### config.mk
export PLATFORM = sky130hd
export DESIGN_NAME = sfu_ctrl
export DESIGN_NICKNAME = d
export VERILOG_FILES = /design/src/rtl/core/sfu_pkg.sv /design/src/rtl/core/sfu_ctrl.sv
export SDC_FILE = /design/constraint.sdc
export NUM_CORES = 2
export LEC_CHECK = 0
export ABC_CLOCK_PERIOD_IN_PS = 19940
export BUFFER_PORTS_ARGS = -buffer_cell sky130_fd_sc_hd__buf_4
export CAP_MARGIN = 25
export CORE_MARGIN = 2
export CORE_UTILIZATION = 30
export DETAILED_ROUTE_END_ITERATION = 16
export HOLD_SLACK_MARGIN = 0.12
export PLACE_DENSITY = 0.49
export SYNTH_ARGS = -nofsm -noshare
export SYNTH_HDL_FRONTEND = slang
export SYNTH_SLANG_ARGS = --single-unit
export TNS_END_PERCENT = 50
### constraint.sdc
create_clock -name clock -period 19.94 [get_ports clock]
set_input_delay 5.982 -clock clock [delete_from_list [all_inputs] [get_ports clock]]
set_output_delay 5.982 -clock clock [all_outputs]
set_load 0.01 [all_outputs]
### src/rtl/core/sfu_pkg.sv
package sfu_pkg;

   // fixed sizes
   localparam int SAMPLE_RATE = 44100;
   localparam int LINE_DEPTH  = 689;
   localparam int AW          = $clog2(LINE_DEPTH);
   localparam int POS_W       = 16 + AW;
   localparam int DIST_W      = POS_W - 15;
   localparam int IDX_W       = AW + 3;
   localparam int SD_W        = 30;
   localparam int SD_FRAC     = 19;
   localparam int TICK_PERIOD = SAMPLE_RATE / 200;
   localparam int TICK_W      = $clog2(TICK_PERIOD + 1);
   localparam int STEP_UNIT   = (256 << SD_FRAC) / SAMPLE_RATE;
   localparam int CSR_IDX_W   = 3;
   localparam int CSR_DATA_W  = 10;

   // register indexes
   localparam logic [CSR_IDX_W-1:0] REG_DRY      = 3'd0;
   localparam logic [CSR_IDX_W-1:0] REG_WET      = 3'd1;
   localparam logic [CSR_IDX_W-1:0] REG_FEEDBACK = 3'd2;
   localparam logic [CSR_IDX_W-1:0] REG_BASE     = 3'd3;
   localparam logic [CSR_IDX_W-1:0] REG_RESPONSE = 3'd4;
   localparam logic [CSR_IDX_W-1:0] REG_RATE     = 3'd5;
   localparam logic [CSR_IDX_W-1:0] REG_DEPTH    = 3'd6;
   localparam logic [CSR_IDX_W-1:0] REG_SHAPE    = 3'd7;

   // request kinds
   localparam logic REQ_AUDIO = 1'b0;
   localparam logic REQ_PHASE = 1'b1;

   typedef enum logic [2:0] {
      ST_CLEAR,
      ST_IDLE,
      ST_ADDR,
      ST_RD0,
      ST_RD1,
      ST_MIX,
      ST_GAIN,
      ST_OUT
   } state_type;

   // per-lane control from the sequencer
   typedef struct packed {
      logic          ld_x;
      logic          ld_a;
      logic          ld_tap;
      logic          ld_gain;
      logic          wr_en;
      logic          clear;
      logic [AW-1:0] rd_addr;
      logic [AW-1:0] wr_addr;
      logic [14:0]   frac;
      logic [8:0]    dry;
      logic [8:0]    wet;
      logic [8:0]    fb;
   } lane_ctl_type;

   typedef logic [7:0] rom_type [256];

   // unsigned long division by shift and subtract, used at elaboration only
   function automatic longint unsigned udiv64(input longint unsigned n,
                                              input longint unsigned d);
      longint unsigned q;
      longint unsigned r;
      q = 0;
      r = 0;
      for (int b = 63; b >= 0; b--) begin
         r = {r[62:0], n[b]};
         if (r >= d) begin
            r = r - d;
            q[b] = 1'b1;
         end
      end
      return q;
   endfunction

   // floor(255*sin(pi*i/256)) by an integer taylor series in q30
   function automatic rom_type build_rom();
      rom_type r;
      longint unsigned x;
      longint unsigned t;
      longint unsigned v;
      longint s;
      int unsigned j;
      for (int i = 0; i < 256; i++) begin
         j = (i <= 128) ? i : 256 - i;
         x = (64'd3373259426 * j) >> 8;
         t = x;
         s = longint'(x);
         for (int k = 1; k < 12; k++) begin
            t = (t * x) >> 30;
            t = (t * x) >> 30;
            t = udiv64(t, longint'((2 * k) * (2 * k + 1)));
            if ((k & 1) == 1) begin
               s = s - longint'(t);
            end else begin
               s = s + longint'(t);
            end
         end
         if (s < 0) begin
            s = 0;
         end
         v = (longint'(s) * 255 + 4096) >> 30;
         r[i] = (v > 255) ? 8'd255 : v[7:0];
      end
      return r;
   endfunction

   localparam rom_type HALF_SINE = build_rom();

   // divide by 256, truncating toward zero
   function automatic logic signed [18:0] div256(input logic signed [26:0] v);
      logic signed [26:0] b;
      b = (v < 0) ? v + 27'sd255 : v;
      return 19'(b >>> 8);
   endfunction

   // clamp to 16 bit signed
   function automatic logic signed [15:0] sat16(input logic signed [19:0] v);
      logic signed [15:0] r;
      if (v > 20'sd32767) begin
         r = 16'sh7fff;
      end else if (v < -20'sd32768) begin
         r = 16'sh8000;
      end else begin
         r = v[15:0];
      end
      return r;
   endfunction

endpackage

### src/rtl/core/sfu_ctrl.sv
module sfu_ctrl (
   input  logic                                clock,
   input  logic                                reset,
   input  logic                                req_valid,
   input  logic                                req_type,
   input  logic [8:0]                          phase_value,
   output logic                                req_ready,
   output logic                                rsp_valid,
   input  logic                                rsp_ready,
   input  logic                                csr_we,
   input  logic [sfu_pkg::CSR_IDX_W-1:0]       csr_index,
   input  logic [sfu_pkg::CSR_DATA_W-1:0]      csr_wdata,
   output sfu_pkg::lane_ctl_type               ctl
);
   localparam int AW = sfu_pkg::AW;
   localparam int SD_W = sfu_pkg::SD_W;
   localparam int IDX_W = sfu_pkg::IDX_W;

   sfu_pkg::state_type state_ff, state_in;

   // configuration
   logic [8:0] dry_ff, dry_in, wet_ff, wet_in, fb_ff, fb_in;
   logic [9:0] base_ff, base_in;
   logic [8:0] resp_ff, resp_in;
   logic [9:0] rate_ff, rate_in;
   logic [8:0] depth_ff, depth_in;
   logic       shape_ff, shape_in;

   // item state
   logic [SD_W-1:0]           sd_ff, sd_in;
   logic [AW-1:0]             wi_ff, wi_in;
   logic [AW-1:0]             clr_ff, clr_in;
   logic [sfu_pkg::TICK_W-1:0] tick_ff, tick_in;
   logic [11:0]               lfo_ff, lfo_in;
   logic                      rsp_valid_ff, rsp_valid_in;

   // per-item work registers
   logic [sfu_pkg::POS_W-1:0] pos_ff, pos_in;
   logic signed [9:0]         vib_ff, vib_in;
   logic signed [19:0]        vibd_ff, vibd_in;
   logic [SD_W-1:0]           step_ff, step_in;
   logic [AW-1:0]             p2_ff, p2_in, p3_ff, p3_in;
   logic [9:0]                target_ff, target_in;

   logic                      accept, audio, fire, out_free;
   logic [8:0]                lfo_p;
   logic [7:0]                rom_a, rom_b;
   logic [sfu_pkg::DIST_W-1:0] tap_dist;
   logic signed [IDX_W-1:0]   d2, d3;
   logic signed [12:0]        t0, tv;
   logic signed [11:0]        vib_scaled;
   logic signed [19:0]        vibd_bias;
   logic [10:0]               sd_int;
   logic signed [SD_W:0]      sd_dn;
   logic [SD_W:0]             sd_up;
   logic [SD_W-1:0]           sd_snap;
   logic [SD_W-1:0]           sd_slew;

   assign accept   = req_valid && req_ready;
   assign audio    = req_type == sfu_pkg::REQ_AUDIO;
   assign out_free = !rsp_valid_ff || rsp_ready;
   assign fire     = (state_ff == sfu_pkg::ST_OUT) && out_free;

   // next state
   always_comb begin
      state_in = state_ff;
      unique case (state_ff)
         sfu_pkg::ST_CLEAR: begin
            if (clr_ff == AW'(sfu_pkg::LINE_DEPTH - 1)) state_in = sfu_pkg::ST_IDLE;
         end
         sfu_pkg::ST_IDLE: begin
            if (req_valid && audio) state_in = sfu_pkg::ST_ADDR;
         end
         sfu_pkg::ST_ADDR: state_in = sfu_pkg::ST_RD0;
         sfu_pkg::ST_RD0:  state_in = sfu_pkg::ST_RD1;
         sfu_pkg::ST_RD1:  state_in = sfu_pkg::ST_MIX;
         sfu_pkg::ST_MIX:  state_in = sfu_pkg::ST_GAIN;
         sfu_pkg::ST_GAIN: state_in = sfu_pkg::ST_OUT;
         sfu_pkg::ST_OUT: begin
            if (out_free) state_in = sfu_pkg::ST_IDLE;
         end
         default: state_in = sfu_pkg::ST_IDLE;
      endcase
   end

   // outputs
   always_comb begin
      req_ready   = state_ff == sfu_pkg::ST_IDLE;
      ctl.ld_x    = accept && audio;
      ctl.ld_a    = state_ff == sfu_pkg::ST_RD1;
      ctl.ld_tap  = state_ff == sfu_pkg::ST_MIX;
      ctl.ld_gain = state_ff == sfu_pkg::ST_GAIN;
      ctl.clear   = state_ff == sfu_pkg::ST_CLEAR;
      ctl.wr_en   = ctl.clear || fire;
      ctl.wr_addr = ctl.clear ? clr_ff : wi_ff;
      ctl.rd_addr = (state_ff == sfu_pkg::ST_RD1) ? p3_ff : p2_ff;
      ctl.frac    = pos_ff[14:0];
      ctl.dry     = dry_ff;
      ctl.wet     = wet_ff;
      ctl.fb      = fb_ff;
   end

   // lfo lookup
   always_comb begin
      lfo_p = lfo_ff[11:3];
      rom_a = sfu_pkg::HALF_SINE[lfo_p[8:1]];
      rom_b = sfu_pkg::HALF_SINE[lfo_p[7:0]];
      if (shape_ff == 1'b0) begin
         vib_in = $signed({1'b0, rom_a, 1'b0}) - 10'sd256;
      end else if (lfo_p[8]) begin
         vib_in = -$signed({2'b0, rom_b});
      end else begin
         vib_in = $signed({2'b0, rom_b});
      end
      if (!(accept && audio)) vib_in = vib_ff;
   end

   // tap addresses
   always_comb begin
      tap_dist = pos_ff[sfu_pkg::POS_W-1:15];
      d2    = $signed(IDX_W'(wi_ff)) - $signed(IDX_W'(tap_dist));
      d3    = d2 - IDX_W'(1);
      if (d2 < 0) d2 = d2 + IDX_W'(sfu_pkg::LINE_DEPTH);
      if (d3 < 0) d3 = d3 + IDX_W'(sfu_pkg::LINE_DEPTH);
      if (d2 < 0 || d2 >= IDX_W'(sfu_pkg::LINE_DEPTH)) d2 = '0;
      if (d3 < 0 || d3 >= IDX_W'(sfu_pkg::LINE_DEPTH)) d3 = '0;
      p2_in   = (state_ff == sfu_pkg::ST_ADDR) ? d2[AW-1:0] : p2_ff;
      p3_in   = (state_ff == sfu_pkg::ST_ADDR) ? d3[AW-1:0] : p3_ff;
      pos_in  = (accept && audio)
              ? sfu_pkg::POS_W'(sd_ff[SD_W-1:14] * sfu_pkg::POS_W'(sfu_pkg::LINE_DEPTH))
              : pos_ff;
      vibd_in = (state_ff == sfu_pkg::ST_ADDR)
              ? 20'(vib_ff * $signed({1'b0, depth_ff})) : vibd_ff;
      step_in = (state_ff == sfu_pkg::ST_ADDR)
              ? SD_W'(SD_W'(resp_ff) * SD_W'(4 * sfu_pkg::STEP_UNIT)) : step_ff;
   end

   // target delay: clamp base, add scaled lfo
   always_comb begin
      vibd_bias  = (vibd_ff < 0) ? vibd_ff + 20'sd255 : vibd_ff;
      vib_scaled = 12'(vibd_bias >>> 8);
      t0 = $signed({3'b0, base_ff});
      if (t0 - $signed({4'b0, depth_ff}) < 13'sd8) t0 = 13'sd8 + $signed({4'b0, depth_ff});
      if (t0 + $signed({4'b0, depth_ff}) > 13'sd1000) t0 = 13'sd1000 - $signed({4'b0, depth_ff});
      tv = t0 + 13'(vib_scaled);
      if (tv < 0) tv = '0;
      target_in = (state_ff == sfu_pkg::ST_RD0) ? tv[9:0] : target_ff;
   end

   // slew of the smoothed delay
   always_comb begin
      sd_int  = sd_ff[SD_W-1:sfu_pkg::SD_FRAC];
      sd_snap = SD_W'({target_ff, 19'd0});
      sd_dn   = $signed({1'b0, sd_ff}) - $signed({1'b0, step_ff});
      sd_up   = {1'b0, sd_ff} + {1'b0, step_ff};
      sd_slew = sd_ff;
      if (sd_int > 11'(target_ff)) begin
         if (sd_dn < 0 || sd_dn[SD_W-1:sfu_pkg::SD_FRAC] < 11'(target_ff)) begin
            sd_slew = sd_snap;
         end else begin
            sd_slew = sd_dn[SD_W-1:0];
         end
      end else if (sd_int < 11'(target_ff)) begin
         if (sd_up[SD_W:sfu_pkg::SD_FRAC] > 12'(target_ff)) begin
            sd_slew = sd_snap;
         end else begin
            sd_slew = sd_up[SD_W-1:0];
         end
      end
   end

   // configuration writes and per-item state
   always_comb begin
      dry_in   = dry_ff;
      wet_in   = wet_ff;
      fb_in    = fb_ff;
      base_in  = base_ff;
      resp_in  = resp_ff;
      rate_in  = rate_ff;
      depth_in = depth_ff;
      shape_in = shape_ff;
      sd_in    = fire ? sd_slew : sd_ff;
      if (csr_we) begin
         unique case (csr_index)
            sfu_pkg::REG_DRY:      dry_in   = csr_wdata[8:0];
            sfu_pkg::REG_WET:      wet_in   = csr_wdata[8:0];
            sfu_pkg::REG_FEEDBACK: fb_in    = csr_wdata[8:0];
            sfu_pkg::REG_BASE: begin
               base_in = csr_wdata;
               sd_in   = SD_W'({csr_wdata, 19'd0});
            end
            sfu_pkg::REG_RESPONSE: resp_in  = csr_wdata[8:0];
            sfu_pkg::REG_RATE:     rate_in  = csr_wdata;
            sfu_pkg::REG_DEPTH:    depth_in = csr_wdata[8:0];
            sfu_pkg::REG_SHAPE:    shape_in = csr_wdata[0];
            default: ;
         endcase
      end
      clr_in = (state_ff == sfu_pkg::ST_CLEAR) ? clr_ff + AW'(1) : clr_ff;
      wi_in  = wi_ff;
      tick_in = tick_ff;
      lfo_in  = lfo_ff;
      if (accept && !audio) begin
         lfo_in = {phase_value[7:0], 4'b0};
      end
      if (fire) begin
         wi_in = (wi_ff == AW'(sfu_pkg::LINE_DEPTH - 1)) ? '0 : wi_ff + AW'(1);
         if (tick_ff + sfu_pkg::TICK_W'(1) >= sfu_pkg::TICK_W'(sfu_pkg::TICK_PERIOD)) begin
            tick_in = '0;
            lfo_in  = lfo_ff + 12'(rate_ff);
         end else begin
            tick_in = tick_ff + sfu_pkg::TICK_W'(1);
         end
      end
      rsp_valid_in = fire || (rsp_valid_ff && !rsp_ready);
   end

   always_ff @(posedge clock) begin
      if (reset) begin
         state_ff     <= sfu_pkg::ST_CLEAR;
         dry_ff       <= 9'd256;
         wet_ff       <= 9'd128;
         fb_ff        <= 9'd128;
         base_ff      <= 10'd200;
         resp_ff      <= 9'd2;
         rate_ff      <= 10'd8;
         depth_ff     <= 9'd32;
         shape_ff     <= 1'b0;
         sd_ff        <= SD_W'({10'd200, 19'd0});
         wi_ff        <= '0;
         clr_ff       <= '0;
         tick_ff      <= '0;
         lfo_ff       <= '0;
         rsp_valid_ff <= 1'b0;
      end else begin
         state_ff     <= state_in;
         dry_ff       <= dry_in;
         wet_ff       <= wet_in;
         fb_ff        <= fb_in;
         base_ff      <= base_in;
         resp_ff      <= resp_in;
         rate_ff      <= rate_in;
         depth_ff     <= depth_in;
         shape_ff     <= shape_in;
         sd_ff        <= sd_in;
         wi_ff        <= wi_in;
         clr_ff       <= clr_in;
         tick_ff      <= tick_in;
         lfo_ff       <= lfo_in;
         rsp_valid_ff <= rsp_valid_in;
      end
   end

   // work registers
   always_ff @(posedge clock) begin
      pos_ff    <= pos_in;
      vib_ff    <= vib_in;
      vibd_ff   <= vibd_in;
      step_ff   <= step_in;
      p2_ff     <= p2_in;
      p3_ff     <= p3_in;
      target_ff <= target_in;
   end

   assign rsp_valid = rsp_valid_ff;
endmodule

==> results.rst <==
.. list-table::
   :header-rows: 1

   * - Metric
     - Value
   * - Portion of synthesized cell area occupied by the leading cell type
     - 0.148
   * - Number of DRC violations after detailed routing
     - 0
   * - Maximum number of pins on one net before global-route repair
     - 83
   * - Global placement routability congestion
     - 0.843
   * - Overall track demand over capacity in global routing
     - 0.173
   * - Pleak
     - 13.9 nW
   * - Crit end category
     - output port
   * - Slowest-stage cell, CP
     - buf_4
   * - Clock Sink Count
     - 245
   * - Run status
     - complete, no violations
   * - Post-Syn Nets
     - 4078
   * - TritonCTS clock tree
     - yes
   * - Std cell rows
     - 114
   * - Most frequent cells in the layout
     - inv_1, nand2_1, ha_1
   * - Avg WL per Cell
     - 17.9 um
   * - Final critical-path share of the clock period
     - 0.644
   * - Post-route antenna net violation count
     - 0
   * - Peak ir drop on the vdd network
     - 0.0544 mV
   * - Sum of net half-perimeters after detailed placement
     - 65000 um
   * - H-Tree Depth
     - 2
   * - Hold WS
     - 0.456 ns
   * - Effective utilization at floorplan
     - 0.302
   * - Final wirelength
     - 86800 um
   * - R2R Path Start
     - depth_ff[5]$_SDFFE_PP1P_
   * - Root buffer cell
     - clkbuf_16
   * - F_max
     - 77.8 MHz
   * - Non-filler cells, final
     - 4843
   * - PortBufs
     - 96
   * - Largest delay contributor family on the critical path
     - buffers and inverters
   * - Clock buffers created by TritonCTS
     - 36
   * - Number of global-route vias before repair
     - 24300
   * - Sequential element share of the synthesized area
     - 0.205
   * - Global-route wire length before repair
     - 138000 um
   * - Top Usage Layer GRT
     - met2
   * - Number of vias per cell
     - 5.14
   * - Final Max Slew Viols
     - 0
   * - CP Data Arrival Time
     - 6.87 ns
   * - Met1 layer usage reported by global route
     - 0.231
   * - Width of the die
     - 316 um
   * - Register-to-register setup slack
     - 11.07 ns
   * - Final net count
     - 4061
   * - Slew at the pin with the worst max-slew slack
     - 1.12 ns
   * - Reg-to-Reg End
     - target_ff[1]$_SDFFCE_PP0N_
   * - Resize count post-CTS
     - 0
   * - Critical-path cell list
     - buf_4 > inv_1 > and3_2 > buf_4 > buf_4
   * - Kind of critical path
     - input pin to output port
   * - Final Hold Vio Count
     - 0
   * - Count of flip-flops with a built-in enable after synthesis
     - 107
   * - Maximum clock insertion buffer count
     - 3
   * - Origin of the worst min-delay path
     - wet_ff[6]$_SDFFE_PP0P_
   * - Unique masters post-synth
     - 111
   * - Clock insertion delay at the later pin of the skew report
     - 0.59 ns
   * - Synthesized instance count
     - 3555
   * - Drt pass-1 iters
     - 6
   * - Summed instance area of the synthesized netlist
     - 29200 um^2
   * - Number of cells on the worst hold path
     - 2
   * - Maximum fanout along the worst path
     - 16
   * - R2R cell count
     - 34
   * - # setup viols final
     - 0
   * - Biggest area contributors in the synthesized netlist
     - ha_1, edfxtp_1, fa_1, dfxtp_1, a21oi_1
   * - Average footprint of a synthesized cell
     - 8.20 um^2
   * - Class of the tightest hold or removal check
     - register to register
   * - CP most frequent cell
     - buf_4
   * - Number of vias after detailed routing
     - 24900
   * - I/O pin total
     - 98
   * - Cell taking the most area after synthesis
     - ha_1
   * - Area growth, synth to finish
     - 10.4%
   * - Post-CTS setup buffer count
     - 0
   * - Number of hold-repair buffers added at the cts stage
     - 0
   * - Post-synth ARST share
     - 0
   * - Req. time, crit path
     - 13.96 ns
   * - Sum Neg Setup Slack
     - 0 ns
   * - Buffers & Inverters on Critical Path
     - 4
   * - Unrepaired setup endpoints after global routing
     - false
   * - Global-route met2 utilization
     - 0.296
   * - Worst clock skew on the final layout
     - 0.0430 ns
   * - Total die area
     - 99700 um^2
   * - Number of fill cells
     - 10200
   * - Met3 routing resource usage after global routing
     - 0.0195
   * - Number of antenna violations at the first check in global routing
     - 1
   * - Maximum capacitance violations
     - 0
   * - P per Cell Area
     - 62.0 nW/um^2
   * - Min cycle time layout
     - 12.85 ns
   * - Maximum single-stage delay on the critical path
     - 0.32 ns
   * - Startpoint types
     - input pin
   * - Clock transition time at the flip-flop clock pins of the worst setup and hold paths
     - 0.06 ns
   * - DRC marker count from the first detailed-route iteration
     - 1738
   * - Worst Hold Endpoint
     - wet_ff[6]$_SDFFE_PP0P_
   * - Most frequent standard cell in the layout excluding fill and tap cells
     - inv_1
   * - Core Box Area
     - 96600 um^2
   * - Die outline height
     - 316 um
   * - Primary flip-flop cell chosen by synthesis mapping
     - dfxtp_1
   * - Count of placed standard cells including taps
     - 4775
   * - Number of warnings reported in the yosys synthesis log
     - 0
   * - Worst slew margin relative to its limit
     - 0.251
   * - Residual overflow from global routing
     - 0
   * - Fraction of final layout cells with drive strength greater than 1
     - 0.0855
   * - FF+latch count, synth
     - 245
[routing by layer]
metal	share of wire	vias to the layer above
met3	0.047	112
met1	0.46	11800
met2	0.47	578
met5	0	-
met4	0.021	0
li1	-	12300
[how the worst max path moves through the flow]
stage | from | end | slack, ns | depth (start not counted)
after floorplan | req_type | ctl[67] | 6.94 | 2
after global placement | req_type | ctl[67] | 7.06 | 5
after detailed placement | req_type | ctl[67] | 7.07 | 5
after CTS | req_type | ctl[67] | 7.06 | 5
after global routing | req_type | ctl[67] | 7.02 | 5
final | req_type | ctl[67] | 7.09 | 5
[cell type report]
class	instances	area, um^2	area share
multi-input cells	2729	20900	0.649
well taps	1276	1600	0.0496
inverters	390	1460	0.0455
clock buffers	46	968	0.0301
repair buffers	136	1020	0.0318
diodes	1	2.50	0.0000777
clock inverters	20	249	0.00773
flip-flops and latches	245	5990	0.186
[cell families (layout without fill, tap and decap cells)]
group,count (synthesis),in the layout,synth area share
AO/OA/AOI/OAI,902,902,0.201
XOR/XNOR,191,191,0.0584
adder cells (fa/ha/maj),497,497,0.252
buffers and inverters,581,592,0.0793
flip-flops,245,245,0.205
multiplexers,78,78,0.0350
other,0,1,0
AND/OR/NAND/NOR,1061,1061,0.170
[power by group]
part | internal (mW) | leakage, nW | total [mW] | switching, mW
clock network | 0.391 | 0.598 | 0.666 | 0.275
logic | 0.277 | 11.2 | 0.701 | 0.424
registers | 0.589 | 2.11 | 0.630 | 0.0418
[metrics by stage]
step           setup WS (ns)  power, mW  utilization  area (um^2)
2_1_floorplan           6.94       1.15            -        29200
3_3_place_gp            7.06       1.34        0.321        31000
3_5_place_dp            7.07       1.34        0.321        31000
4_1_cts                 7.06       2.03        0.333        32200
5_1_grt                 7.02       2.14        0.333        32200
6_report                7.09       2.00        0.333        32200
[registers in the layout, indices dropped and copies added (netlist names)]
register	flops
base_ff	10
clr_ff	10
depth_ff	9
dry_ff	9
fb_ff	9
lfo_ff	12
p2_ff	10
p3_ff	10
pos_ff	26
rate_ff	10
resp_ff	9
rsp_valid	1
sd_ff	28
shape_ff	1
state_ff	3
step_ff	21
target_ff	10
tick_ff	8
vib_ff	10
vibd_ff	20
wet_ff	9
wi_ff	10
[synthesized netlist by cell type, drive strengths merged (31+ instances only)]
cell type,instances
inv,388
nand2,375
ha,345
a21oi,295
nor2,278
o21ai,193
fa,150
xnor2,150
dfxtp,138
clkbuf,114
edfxtp,107
nor3,89
buf,77
and2,73
nand3,52
a21o,46
nor2b,41
xor2,41
a211oi,40
mux2,36
o21bai,31
[worst register-to-register path, delay by kind of cell (launching register included)]
kind | cells | cell delay, ns
AO/OA/AOI/OAI | 16 | 2.84
buffers and inverters | 1 | 0.31
flip-flops | 1 | 0.82
adder cells (fa/ha/maj) | 6 | 2.00
XOR/XNOR | 1 | 0.14
multiplexers | 2 | 0.73
AND/OR/NAND/NOR | 8 | 1.81
No activity file was read; power rests on OpenSTA's default activity.
